### config.mk
export PLATFORM = sky130hd
export DESIGN_NAME = shtab_front
export DESIGN_NICKNAME = d
export VERILOG_FILES = /design/src/hdl/shtab_pkg.sv /design/src/hdl/shtab_front.sv
export SDC_FILE = /design/constraint.sdc
export NUM_CORES = 1
export LEC_CHECK = 0
export BUFFER_PORTS_ARGS = -buffer_cell sky130_fd_sc_hd__buf_4
export CORE_MARGIN = 2
export CORE_UTILIZATION = 40
export CTS_BUF_LIST = sky130_fd_sc_hd__clkbuf_4 sky130_fd_sc_hd__clkbuf_8 sky130_fd_sc_hd__clkbuf_16
export DETAILED_ROUTE_END_ITERATION = 16
export HOLD_SLACK_MARGIN = 0.02
export MAX_ROUTING_LAYER = met4
export PLACE_DENSITY_LB_ADDON = 0.05
export SLEW_MARGIN = 20
export SYNTH_ARGS = -nofsm -noshare
export SYNTH_HDL_FRONTEND = slang
export SYNTH_SLANG_ARGS = --single-unit
export TNS_END_PERCENT = 30
### constraint.sdc
create_clock -name clk_i -period 11.31 [get_ports clk_i]
set_input_delay 0.5655 -clock clk_i [delete_from_list [all_inputs] [get_ports clk_i]]
set_output_delay 0.5655 -clock clk_i [all_outputs]
set_load 0.01 [all_outputs]
### src/hdl/shtab_pkg.sv
`timescale 1ns / 1ps

package shtab_pkg;

  // Default sizing
  localparam int unsigned DefTableDepth  = 1024;
  localparam int unsigned DefElementBits = 64;

  // Fixed field widths
  localparam int unsigned HashW    = 64;
  localparam int unsigned SizeW    = 11;
  localparam int unsigned SlotW    = 10;
  localparam int unsigned CharW    = 8;
  localparam int unsigned ValueW   = 64;
  localparam int unsigned CfgIdxW  = 2;
  localparam int unsigned BitCntW  = 6;
  localparam int unsigned QueueDepth = 2;

  // Hash multiplier (97 = 64 + 32 + 1)
  localparam int unsigned HashMult = 97;

  // Configuration register indexes
  localparam logic [CfgIdxW-1:0] CfgTableSize   = 2'd0;
  localparam logic [CfgIdxW-1:0] CfgPointerMode = 2'd1;

  localparam logic [SizeW-1:0] TableSizeReset = 11'd1024;

  typedef enum logic [1:0] {
    MODE_SET  = 2'd0,
    MODE_GET  = 2'd1,
    MODE_FILL = 2'd2,
    MODE_NONE = 2'd3
  } mode_e;

  typedef enum logic [1:0] {
    STATUS_OK         = 2'd0,
    STATUS_WRONG_KIND = 2'd1,
    STATUS_EMPTY      = 2'd2
  } status_e;

  typedef enum logic [1:0] {
    JOB_SET  = 2'd0,
    JOB_GET  = 2'd1,
    JOB_FILL = 2'd2
  } job_e;

  typedef enum logic [2:0] {
    BK_CLEAR,
    BK_IDLE,
    BK_DIV,
    BK_READ,
    BK_FILL,
    BK_EMIT
  } back_state_e;

  typedef struct packed {
    logic [1:0]        mode;
    logic [CharW-1:0]  name_char;
    logic              name_last;
    logic [ValueW-1:0] write_value;
  } in_item_t;

  typedef struct packed {
    logic [1:0]        status;
    logic [ValueW-1:0] read_value;
    logic [SlotW-1:0]  slot;
  } out_item_t;

  // Work handed from front to back
  typedef struct packed {
    job_e              kind;
    logic [HashW-1:0]  hash;
    logic [ValueW-1:0] wval;
  } job_t;

  // Queue handshake toward the back
  typedef struct packed {
    logic valid;
    job_t job;
  } job_port_t;

endpackage

### src/hdl/shtab_front.sv
`timescale 1ns / 1ps

module shtab_front (
  input  logic               clk_i,
  input  logic               rst_ni,
  input  logic               in_valid_i,
  output logic               in_stall_o,
  input  shtab_pkg::in_item_t in_data_i,
  input  logic               clear_busy_i,
  input  logic               queue_full_i,
  output logic               push_o,
  output shtab_pkg::job_t    push_job_o
);
  import shtab_pkg::*;

  logic [HashW-1:0] hash_q, hash_d, hash_next;
  logic             accept;

  // Hold items back while the table clears or the queue is full
  assign in_stall_o = clear_busy_i || queue_full_i;
  assign accept     = in_valid_i && !in_stall_o;

  // Fold one character: hash * 97 + char
  assign hash_next = (hash_q << 6) + (hash_q << 5) + hash_q
                   + HashW'(in_data_i.name_char);

  // Classify the item and build the job
  always_comb begin
    hash_d           = hash_q;
    push_o           = 1'b0;
    push_job_o.kind  = JOB_SET;
    push_job_o.hash  = hash_next;
    push_job_o.wval  = in_data_i.write_value;
    if (accept) begin
      unique case (mode_e'(in_data_i.mode))
        MODE_SET, MODE_GET: begin
          if (in_data_i.name_last) begin
            push_o          = 1'b1;
            push_job_o.kind = (mode_e'(in_data_i.mode) == MODE_GET) ? JOB_GET : JOB_SET;
            hash_d          = '0;
          end else begin
            hash_d = hash_next;
          end
        end
        MODE_FILL: begin
          push_o          = 1'b1;
          push_job_o.kind = JOB_FILL;
        end
        MODE_NONE: begin
          push_o = 1'b0;
        end
      endcase
    end
  end

  always_ff @(posedge clk_i or negedge rst_ni) begin
    if (!rst_ni) begin
      hash_q <= '0;
    end else begin
      hash_q <= hash_d;
    end
  end

endmodule

==> flow_summary.ini <==
[clock_network]
clk_path_buf_depth = 2
cts_sinks = 64
cts_made_buffers = 9
cts.htree.levels = 3
post_cts_buffers = 0
cts_hold_buffers = 0
cts_root_buffer = clkbuf_16
cts_tree = built
clk_pin_slew_ns = 0.06
ctsResizeCount = 0
clk_latency_ns = 0.35

[synthesis]
synth_simple_gate_area_share_pct = 11.1
yosysWarnings = 0
ys_ff_latch = 64
syn_inst = 1043
synthAdderAreaFrac_pct = 31.2
yosys.area.top_type_share_pct = 17.8
synth_top_family_by_area = adder cells
synth.most_common_cell = inv_1
yosysUniqueCellTypes = 71
yosysSeqAreaShare_pct = 17.8
synth_compound_area_share_pct = 19.4
yosysTopAreaCell = dfrtp_1
muxShareOfSynthArea_pct = 0.111
syn-num-nets = 1310
synth-xor-area-share_pct = 6.24
ys_async_sr_fraction_pct = 100
syn_avg_cell_area_um2 = 8.61
synthTopCellsByCount = 154 x inv_1, 126 x ha_1, 110 x nand2_1
ys.flop_type = dfrtp_1
syn-cell-area_um2 = 8980
synth-edff-count = 0
synth_area_leaders = dfrtp_1 18%, ha_1 18%, fa_1 14%

[sta]
slew_violations = 0
hold_viol = 0
rsz0062_at_grt = false
setup_viol = 0
fin_skew_ns = 0.00993
tns_ns = 0
fmax_mhz = 188
fin_crit_sh_pct = 47.0
max_slew.worst_pin.slew_ns = 0.886
relSlewSlack_pct = 40.9
finalCriticalPeriod_ns = 5.32

[routing]
dr.pass1.iters = 4
routed_via_density = 5.29
via_count = 7046
drc = 0
initialDrtViolationCount = 459
drt-total-wl_um = 23500
wire_per_inst_um = 17.7
ant_nets = 0

[finish]
area_growth_pct = 6.63
largest_reg_flops = 64
finalNetCount = 1315
top_register = hash_q
drive_gt1_share_pct = 11.7
num_antenna_cells = 0
largestRegisters = hash_q (64)

[critical_path]
setup.worst_path.start_class = flop
cpLargestDelayFamily = compound AO/OA/AOI/OAI gates
crit_arrival_ns = 4.75
cp.depth = 15
worstPathRequired_ns = 10.74
critPathKind = flop to output pin
cp_max_fo = 5
slowest_stage = fa_1
critPathMaxStageDelay_ns = 0.51
end_kind = output pin
r2r_slack_ns = 6.85
reg2reg_depth = 15
cp_cell_sequence = inv_1, fa_1, inv_1, fa_1, ha_1, o21ai_2, o21ai_1, nor4_1, o22ai_1, a21oi_1, o21ai_1, a31oi_1, a31oi_1, xor2_1, buf_4
cp_num_buf_inv = 3

[grt]
gr-usage-all-layers_pct = 21.1
grt_pass1_vias = 7185
grt_pass1_wl_um = 38800
grt_overflow = 0
grt_antenna_before_repair = 0
grt_max_degree = 65

[die]
rows = 54
ioPinCount = 212
core-area_um2 = 22000
dieHeight_um = 154
dieWidth_um = 154
start_util_pct = 40.9
die_area_um2 = 23700

[placement]
gp_congestion = 0.875
portBuffers = 83
dpl.hpwl_um = 19400

[outcome]
status = finished clean

[flow_run]
max-cap-violations = 0

[worst_hold_path]
hold_class = primary input to async pin
cell usage in the layout, fill, tap and decap left out, drive strengths merged, types with 2 or more instances in the layout:
cell type	Yosys	layout
a221oi	2	2
or2	2	2
fa	61	61
buf	67	85
o21ai	92	92
a311oi	3	3
clkinv	0	3
a31oi	12	12
xnor2	34	34
o21bai	8	8
o31ai	9	9
a21o	20	20
nor2b	4	4
or3	2	2
dfrtp	64	64
a22o	15	15
nand2	112	112
or4	4	4
and3	6	6
ha	126	126
a211oi	7	7
nand2b	2	2
xor2	30	30
and2b	2	2
nor4b	2	2
nand4	16	16
o221ai	3	3
o311a	2	2
o211ai	4	4
nor2	37	37
a21oi	73	73
nand3	7	7
nor3	9	9
o21a	6	6
inv	154	154
clkbuf	21	11
and2	5	5
worst register-to-register path, stage by stage, from the launching register on:
cell and delay, ns:
dfrtp_1 0.38, inv_1 0.10, fa_1 0.51, inv_1 0.05, fa_1 0.46, ha_1 0.36
o21ai_2 0.12, o21ai_1 0.16, nor4_1 0.35, o22ai_1 0.20, a21oi_1 0.50, o21ai_1 0.26
a31oi_1 0.33, a31oi_1 0.16, xor2_1 0.20, a22o_1 0.22
cell type report:
class                      instances  area (µm²)
inverter                         154         578
tap                              280         350
timing repair buffer              85         638
multi-input combinational        734        6120
fill                            2255       12400
clock inverter                     4        45.0
sequential                        64        1600
clock buffer                      11         246
worst paths after layout:
| check | startpoint | to |
|---|---|---|
| max | hash_q[0] | push_job_o[122] |
| min | rst_ni | hash_q[56] |
| max reg2reg | hash_q[0] | hash_q[58] |
| min reg2reg | hash_q[34] | hash_q[34] |
| max in group asynchronous | rst_ni | hash_q[20] |
| min in group clk_i | in_data_i[64] | hash_q[63] |
per-layer routing:
layer / up-vias / share of wire (%) / track usage [%]
met5: - / 0 / -
met4: 0 / 1.2 / 4.14
met3: 35 / 3.1 / 2.85
met2: 134 / 46 / 33.1
met1: 3393 / 50 / 29.6
li1: 3484 / - / -
cell families after synthesis:
kind of cell             Yosys count
AO/OA/AOI/OAI                    268
buffers and inverters            245
AND/OR/NAND/NOR                  214
adder cells (fa/ha/maj)          187
XOR/XNOR                          64
flip-flops                        64
multiplexers                       1
metrics by stage:
stage / util (%) / instances / cell area (µm²) / hold slack (ns) / worst slack [ns]
6_report: 43.6 / 1332 / 9580 / 0.341 / 5.99
2_1_floorplan: - / 1043 / 8980 / 0.270 / 6.77
3_3_place_gp: 42.3 / 1317 / 9290 / 0.494 / 6.20
4_1_cts: 43.6 / 1332 / 9580 / 0.371 / 6.00
3_5_place_dp: 42.3 / 1317 / 9290 / 0.497 / 6.16
5_1_grt: 43.6 / 1332 / 9580 / 0.428 / 5.71
Power is left out: the tool's default activity adds up to more than one toggle a clock period on the data nets, which glitch-free logic cannot reach.
