<file path="src/hdl/shtab_pkg.sv">
`timescale 1ns / 1ps

package shtab_pkg;

  // Default sizing
  localparam int unsigned DefTableDepth  = 1024;
  localparam int unsigned DefElementBits = 64;

  // Fixed field widths
  localparam int unsigned HashW    = 64;
  localparam int unsigned SizeW    = 11;
  localparam int unsigned SlotW    = 10;
  localparam int unsigned CharW    = 8;
  localparam int unsigned ValueW   = 64;
  localparam int unsigned CfgIdxW  = 2;
  localparam int unsigned BitCntW  = 6;
  localparam int unsigned QueueDepth = 2;

  // Hash multiplier (97 = 64 + 32 + 1)
  localparam int unsigned HashMult = 97;

  // Configuration register indexes
  localparam logic [CfgIdxW-1:0] CfgTableSize   = 2'd0;
  localparam logic [CfgIdxW-1:0] CfgPointerMode = 2'd1;

  localparam logic [SizeW-1:0] TableSizeReset = 11'd1024;

  typedef enum logic [1:0] {
    MODE_SET  = 2'd0,
    MODE_GET  = 2'd1,
    MODE_FILL = 2'd2,
    MODE_NONE = 2'd3
  } mode_e;

  typedef enum logic [1:0] {
    STATUS_OK         = 2'd0,
    STATUS_WRONG_KIND = 2'd1,
    STATUS_EMPTY      = 2'd2
  } status_e;

  typedef enum logic [1:0] {
    JOB_SET  = 2'd0,
    JOB_GET  = 2'd1,
    JOB_FILL = 2'd2
  } job_e;

  typedef enum logic [2:0] {
    BK_CLEAR,
    BK_IDLE,
    BK_DIV,
    BK_READ,
    BK_FILL,
    BK_EMIT
  } back_state_e;

  typedef struct packed {
    logic [1:0]        mode;
    logic [CharW-1:0]  name_char;
    logic              name_last;
    logic [ValueW-1:0] write_value;
  } in_item_t;

  typedef struct packed {
    logic [1:0]        status;
    logic [ValueW-1:0] read_value;
    logic [SlotW-1:0]  slot;
  } out_item_t;

  // Work handed from front to back
  typedef struct packed {
    job_e              kind;
    logic [HashW-1:0]  hash;
    logic [ValueW-1:0] wval;
  } job_t;

  // Queue handshake toward the back
  typedef struct packed {
    logic valid;
    job_t job;
  } job_port_t;

endpackage

</file>
<file path="src/hdl/shtab_fifo.sv">
`timescale 1ns / 1ps

module shtab_fifo (
  input  logic                 clk_i,
  input  logic                 rst_ni,
  input  logic                 push_i,
  input  shtab_pkg::job_t      push_job_i,
  output logic                 full_o,
  input  logic                 pop_i,
  output shtab_pkg::job_port_t head_o
);
  import shtab_pkg::*;

  localparam int unsigned PtrW = $clog2(QueueDepth);

  job_t                  store_q [QueueDepth];
  logic [PtrW-1:0]       wr_ptr_q, wr_ptr_d, rd_ptr_q, rd_ptr_d;
  logic [PtrW:0]         count_q, count_d;
  logic                  do_push, do_pop;

  assign full_o       = (count_q == (PtrW+1)'(QueueDepth));
  assign head_o.valid = (count_q != '0);
  assign head_o.job   = store_q[rd_ptr_q];
  assign do_push      = push_i && !full_o;
  assign do_pop       = pop_i && head_o.valid;

  // Advance pointers and occupancy
  always_comb begin
    wr_ptr_d = wr_ptr_q;
    rd_ptr_d = rd_ptr_q;
    count_d  = count_q;
    if (do_push) begin
      wr_ptr_d = (wr_ptr_q == PtrW'(QueueDepth - 1)) ? '0 : wr_ptr_q + PtrW'(1);
    end
    if (do_pop) begin
      rd_ptr_d = (rd_ptr_q == PtrW'(QueueDepth - 1)) ? '0 : rd_ptr_q + PtrW'(1);
    end
    if (do_push && !do_pop) begin
      count_d = count_q + (PtrW+1)'(1);
    end else if (do_pop && !do_push) begin
      count_d = count_q - (PtrW+1)'(1);
    end
  end

  always_ff @(posedge clk_i or negedge rst_ni) begin
    if (!rst_ni) begin
      wr_ptr_q <= '0;
      rd_ptr_q <= '0;
      count_q  <= '0;
    end else begin
      wr_ptr_q <= wr_ptr_d;
      rd_ptr_q <= rd_ptr_d;
      count_q  <= count_d;
    end
  end

  // Store entries
  always_ff @(posedge clk_i) begin
    if (do_push) begin
      store_q[wr_ptr_q] <= push_job_i;
    end
  end

endmodule

</file>
<file path="config.mk">
export PLATFORM = sky130hd
export DESIGN_NAME = shtab_fifo
export DESIGN_NICKNAME = d
export VERILOG_FILES = /design/src/hdl/shtab_pkg.sv /design/src/hdl/shtab_fifo.sv
export SDC_FILE = /design/constraint.sdc
export NUM_CORES = 1
export LEC_CHECK = 0
export ABC_AREA = 0
export BUFFER_PORTS_ARGS = -buffer_cell sky130_fd_sc_hd__buf_2
export CORE_UTILIZATION = 47
export DETAILED_ROUTE_END_ITERATION = 16
export PLACE_DENSITY = 0.75
export SETUP_SLACK_MARGIN = 0.05
export SYNTH_ARGS = -nofsm -noshare
export SYNTH_HDL_FRONTEND = slang
export SYNTH_SLANG_ARGS = --single-unit
</file>
<file path="constraint.sdc">
create_clock -name clk_i -period 7.1 [get_ports clk_i]
set_clock_uncertainty 0.2 [all_clocks]
set_input_delay 0.71 -clock clk_i [delete_from_list [all_inputs] [get_ports clk_i]]
set_output_delay 0.71 -clock clk_i [all_outputs]
set_load 0.01 [all_outputs]
</file>
==> results.yml, run 1 <==
power_and_ir_drop:
  p_sw_share_pct: 28.28
  power_switching_mw: 1.465
  pwr-share-seq_pct: 44.2
  p_int_mw: 3.716
  p_leak_nw: 4.918
  combPwrFrac_pct: 29.8
  ir_drop_uv: 280.0
  p_per_area_mw_per_mm2: 418.0
  power_frac_clock_pct: 26.0
sta:
  period_needed_ps: 3799
  hold_violations: 0
  setup_viol: 0
  rsz0062_at_grt: "false"
  worstMarginPinSlew_ps: 1191
  min_period_over_period_pct: 53.51
  fin_setup_tns_ps: 0
  fmax_mhz: 263.2
  max_slew_margin_pct: 20.59
  drv_slew: 0
critical_path:
  worst-r2r-setup-slack_ps: 4180
  reg2regPathDepth: 4
  critPathKind: "reg -> out"
  cp-end-kind: "output pin"
  reg2reg_from: "count_q[0]"
  crit_path_start_kind: "register"
  crit_fanout: 51
  slowest_delay_ps: 950
  cp_top_family: "flip-flops"
  crit_buf_inv: 2
  cp.arrival_ps: 2890
  reg2reg_to: "store_q[0][85]"
  required_ps: 6190
  cp_cell_sequence: "buf_4 -> mux2_2 -> buf_2"
  cp_slowest_cell: "dfrtp_4"
clock_network:
  clockRootBuffer: "clkbuf_16"
  hold_buffers: 1
  clk_latency_ps: 520
  clkTransAtPathRegs_ps: 60
  cts_tree: "done"
  post_cts_buffers: 0
  cts.sinks: 264
  numCtsBuffers: 27
  clockBufferDepth: 3
  cts_resized: 0
  htreeDepth: 1
floorplan:
  ios: 266
  core.rowCount: 52
  die_w_um: 147.5
  fp.dieH_um: 147.5
  start_util_pct: 48.57
  core_area_mm2: 0.02049
  dieArea_mm2: 0.02177
placed_design:
  dp.cells: 949
  dp_hpwl_um: 12110
  gp_congestion: 0.7172
  io_buffers: 265
final_layout:
  nFillCells: 1488
  nets: 844
  regArea_mm2: 0.007911
  stdcell_count: 1000
  multiInputGateArea_mm2: 0.001904
  syn_to_final_growth_pct: 24.54
  drive_gt1_share_pct: 61.32
routing:
  wire_per_inst_um: 18.13
  drt-initial-drc-count: 152
  viasPerCell: 4.870
  first_pass_iters: 4
  vias: 4870
  wl_um: 18130
  drc_errors: 0
  ant_nets: 0
grt:
  gr-total-overflow: 0
  track_usage_pct: 16.36
  grt_pass1_vias: 5158
  grt_antenna_before_repair: 1
  grt_pass1_wl_um: 27420
  grt_max_degree: 88
logic_synthesis:
  synth_top_area_cell: "edfxtp_1"
  synth_cell_type_count: 16
  synth.yosys.seq_area_share_pct: 79.44
  syn-cell-area_mm2: 0.009955
  synth_top_area_share_pct: 78.43
  yosys_warnings: 0
  synth_area_per_cell_um2: 23.48
  synth_area_leaders: "edfxtp_1 78%, mux2_4 14%, mux2_2 4.5%"
  syn-num-nets: 559
  ys_ff_latch: 264
  syn_inst: 424
hold_path:
  hp-class: "in -> reg"
  min_to: "store_q[0][91]"
  hold_start: "push_job_i[91]"
  min_path_cells: 1
flow_run:
  drv_cap: 0
run_status:
  status: "complete, no violations"
==> cell usage in the layout, fill, tap and decap left out, types with 2 or more instances in the layout <==
master / count
edfxtp_1: 260
clkinv_1: 5
dfrtp_1: 3
nand2_1: 2
mux2_2: 40
buf_4: 5
clkbuf_16: 27
xor2_1: 2
xnor2_1: 3
bufinv_16: 3
inv_1: 2
buf_2: 265
mux2_4: 90
clkinv_2: 11
==> cells in the mapped netlist <==
library cell / n
and3_1: 1
buf_2: 4
buf_6: 10
buf_8: 1
dfrtp_1: 4
edfxtp_1: 260
ha_1: 1
inv_1: 2
mux2_2: 40
mux2_4: 90
nand2_1: 2
nand2b_1: 1
nor2_1: 2
or2_2: 1
xnor2_1: 3
xor2_1: 2
==> state kept, by name, summed over array words and instances (netlist names) <==
register,flops
rd_ptr_q,1
store_q,260
wr_ptr_q,1
count_q,2
==> kinds of logic (layout without fill, tap and decap cells) <==
group | after synthesis | in the layout | share of synthesized area [%]
flip-flops | 264 | 264 | 79.44
buffers and inverters | 17 | 322 | 1.559
XOR/XNOR | 5 | 5 | 0.4400
adder cells (fa/ha/maj) | 1 | 1 | 0.1257
AND/OR/NAND/NOR | 7 | 7 | 0.3395
multiplexers | 130 | 130 | 18.10
other | 0 | 1 | 0
==> area by class of cell <==
class	instances	share of cell area, %
Clock buffer	28	5.480
Clock inverter	21	1.453
Timing Repair Buffer	271	11.08
Antenna cell	1	0.02019
Sequential cell	264	63.82
Multi-Input combinational cell	143	15.36
Inverter	2	0.06056
Tap cell	270	2.725
==> layer usage <==
layer,share of wire [%],routed length [µm],GRT usage [%],vias up
met1,39,7089,19.48,2378
li1,-,-,-,2250
met3,7.9,1436,4.630,29
met2,51,9236,28.94,211
met4,2.0,355,4.639,2
met5,0.061,11,0,-
==> how the worst max path moves through the flow <==
stage	cells past startpoint	start	endpoint	slack, ps
2_1_floorplan	2	push_i	store_q[0][0]	80
3_3_place_gp	3	rd_ptr_q	head_o[107]	3850
3_5_place_dp	3	rd_ptr_q	head_o[107]	3830
4_1_cts	3	rd_ptr_q	head_o[107]	3270
5_1_grt	3	rd_ptr_q	head_o[7]	3170
6_report	3	rd_ptr_q	head_o[7]	3300
==> power by group through the flow <==
| stage | sequential [mW] | combinational (mW) | clock (mW) |
|---|---|---|---|
| 2_1_floorplan | 2.28 | 1.15 | 0 |
| 3_3_place_gp | 2.30 | 1.54 | 0 |
| 3_5_place_dp | 2.32 | 1.57 | 0 |
| 4_1_cts | 2.30 | 1.57 | 1.38 |
| 5_1_grt | 2.32 | 1.65 | 1.44 |
| 6_report | 2.29 | 1.54 | 1.35 |
==> per-stage QoR <==
stage               instance area, µm²  utilization [%]  power [mW]  setup WS (ps)  hold WS (ps)
global route                     12390            60.48       5.412           3170         146.1
floorplan                         9955                -       3.431          79.40         214.4
finish                           12400            60.49       5.181           3301         169.9
CTS                              12390            60.48       5.248           3268         149.1
detailed placement               11520            56.23       3.893           3832         301.8
global placement                 11520            56.23       3.839           3850         271.6
Power figures use the tool's default switching activity.
==> inputs of run 2 (changes only) <==
==> constraint.sdc (replaced) <==
create_clock -name clk_i -period 3.1 [get_ports clk_i]
set_clock_uncertainty 0.2 [all_clocks]
set_input_delay 0.31 -clock clk_i [delete_from_list [all_inputs] [get_ports clk_i]]
set_output_delay 0.31 -clock clk_i [all_outputs]
set_load 0.01 [all_outputs]
==> results.yml, run 2 (synthesized netlist as in run 1, its figures left out) <==
clock_network:
  post_cts_buffers: 0
  hold_buffers: 134
  clockBufferDepth: 3
  cts_resized: 0
  clk_latency_ps: 510
  cts.sinks: 264
  numCtsBuffers: 27
  clockRootBuffer: "clkbuf_16"
  clkTransAtPathRegs_ps: 60
  htreeDepth: 1
  cts_tree: "done"
critical_path:
  crit_fanout: 43
  cp.arrival_ps: 2000
  cp-end-kind: "output pin"
  crit_path_start_kind: "register"
  required_ps: 2590
  crit_buf_inv: 2
  cp_slowest_cell: "dfrtp_4"
  critPathKind: "reg -> out"
  worst-r2r-setup-slack_ps: 1030
  slowest_delay_ps: 610
  cp_cell_sequence: "buf_12 -> mux2_4 -> buf_2"
  cp_top_family: "flip-flops"
routing:
  first_pass_iters: 4
  ant_nets: 0
  viasPerCell: 4.849
  wire_per_inst_um: 17.72
  drc_errors: 0
  wl_um: 20130
  vias: 5509
  drt-initial-drc-count: 163
final_layout:
  final_cell_mix: "265 x buf_2, 260 x edfxtp_1, 134 x dlygate4sd3_1"
  drive_gt1_share_pct: 51.56
  final_common_cell: "buf_2"
  final_cell_area_mm2: 0.01379
  syn_to_final_growth_pct: 38.56
  nets: 980
  largest_reg_flops: 260
  regMostFlops: "store_q"
  reg.largest.list: "store_q x260, count_q x2"
floorplan:
  fp.dieH_um: 147.5
  start_util_pct: 48.57
  dieArea_mm2: 0.02177
  core.rowCount: 52
  die_w_um: 147.5
  core_area_mm2: 0.02049
  ios: 266
power_and_ir_drop:
  pwr-share-seq_pct: 42.7
  power_switching_mw: 3.451
  power_frac_clock_pct: 24.5
  p_sw_share_pct: 28.68
  ir_drop_uv: 519.6
  power_mw: 12.03
  p_leak_nw: 5.492
  p_int_mw: 8.581
  p_per_area_mw_per_mm2: 872.3
  combPwrFrac_pct: 32.8
sta:
  max_slew_margin_pct: 54.78
  drv_slew: 0
  worstMarginPinSlew_ps: 678.3
  hold_ws_ps: 312.0
  rsz0062_at_grt: "false"
  setup_viol: 0
  period_needed_ps: 2509
  fmax_mhz: 398.6
  hold_violations: 0
  fin_setup_tns_ps: 0
  min_period_over_period_pct: 80.92
grt:
  met3_usage_pct: 3.765
  met1_usage_pct: 22.34
  grtUsageMet2_pct: 32.05
  track_usage_pct: 18.11
  grt_max_degree: 81
  grt_pass1_wl_um: 30570
  grt_pass1_vias: 5769
  gr-total-overflow: 0
  grt_antenna_before_repair: 1
  gr-max-usage-layer: "met2"
placed_design:
  placed_area_mm2: 0.01164
  dp_hpwl_um: 12680
  gp_congestion: 0.7801
  io_buffers: 265
flow_run:
  drv_cap: 0
hold_path:
  hp-class: "in -> reg"
run_status:
  status: "complete, no violations"
==> run 2: cell count changes in the layout (fill, tap and decap cells not counted), sizes merged <==
cell / previous run / this run
clkinvlp: 1 / 0
clkinv: 16 / 11
clkbuf: 28 / 35
dlygate4sd3: 1 / 134
bufinv: 3 / 1
buf: 270 / 273
inv: 3 / 4
==> run 2: power groups by stage <==
stage	logic (mW)	clock network, mW	registers (mW)
after global routing	4.19	3.15	5.20
after detailed placement	3.83	0	5.21
after global placement	3.76	0	5.16
final	3.95	2.94	5.14
after floorplan	2.64	0	5.13
after CTS	3.98	3.01	5.14
==> run 2: stage by stage <==
stage	instances	worst slack (ps)	util (%)
2_1_floorplan	424	-40.69	-
3_3_place_gp	952	1125	56.78
5_1_grt	1136	527.2	67.30
6_report	1136	591.5	67.30
4_1_cts	1135	570.6	67.29
3_5_place_dp	952	1033	56.78
==> run 2: worst paths after layout <==
| path | start | endpoint | depth (start not counted) |
|---|---|---|---|
| min in group asynchronous | rst_ni | count_q[0] | 3 |
| hold / removal | push_job_i[38] | store_q[1][38] | 2 |
| setup reg to reg | count_q[0] | store_q[1][122] | 3 |
| hold reg to reg | count_q[1] | count_q[1] | 1 |
| setup / recovery | rd_ptr_q | head_o[26] | 3 |
| max in group asynchronous | rst_ni | rd_ptr_q | 3 |
==> run 2: metal layers <==
metal	up-vias	part of all wire (%)
met5	-	0
li1	2527	-
met4	0	2.7
met1	2715	40
met3	35	6.1
met2	232	51
==> run 2: area by class of cell <==
type,instances,area [µm²]
clock buffer,35,715.7
fill,1291,6701
sequential,264,7911
tap,270,337.8
inverter,2,7.507
multi-input combinational,143,1919
clock inverter,14,96.34
antenna,1,2.502
timing repair buffer,407,2803
==> run 2: worst register-to-register path: stages, from the launching register on <==
cell	delay [ps]
dfrtp_1	420
nand2b_4	190
and3_4	480
buf_4	430
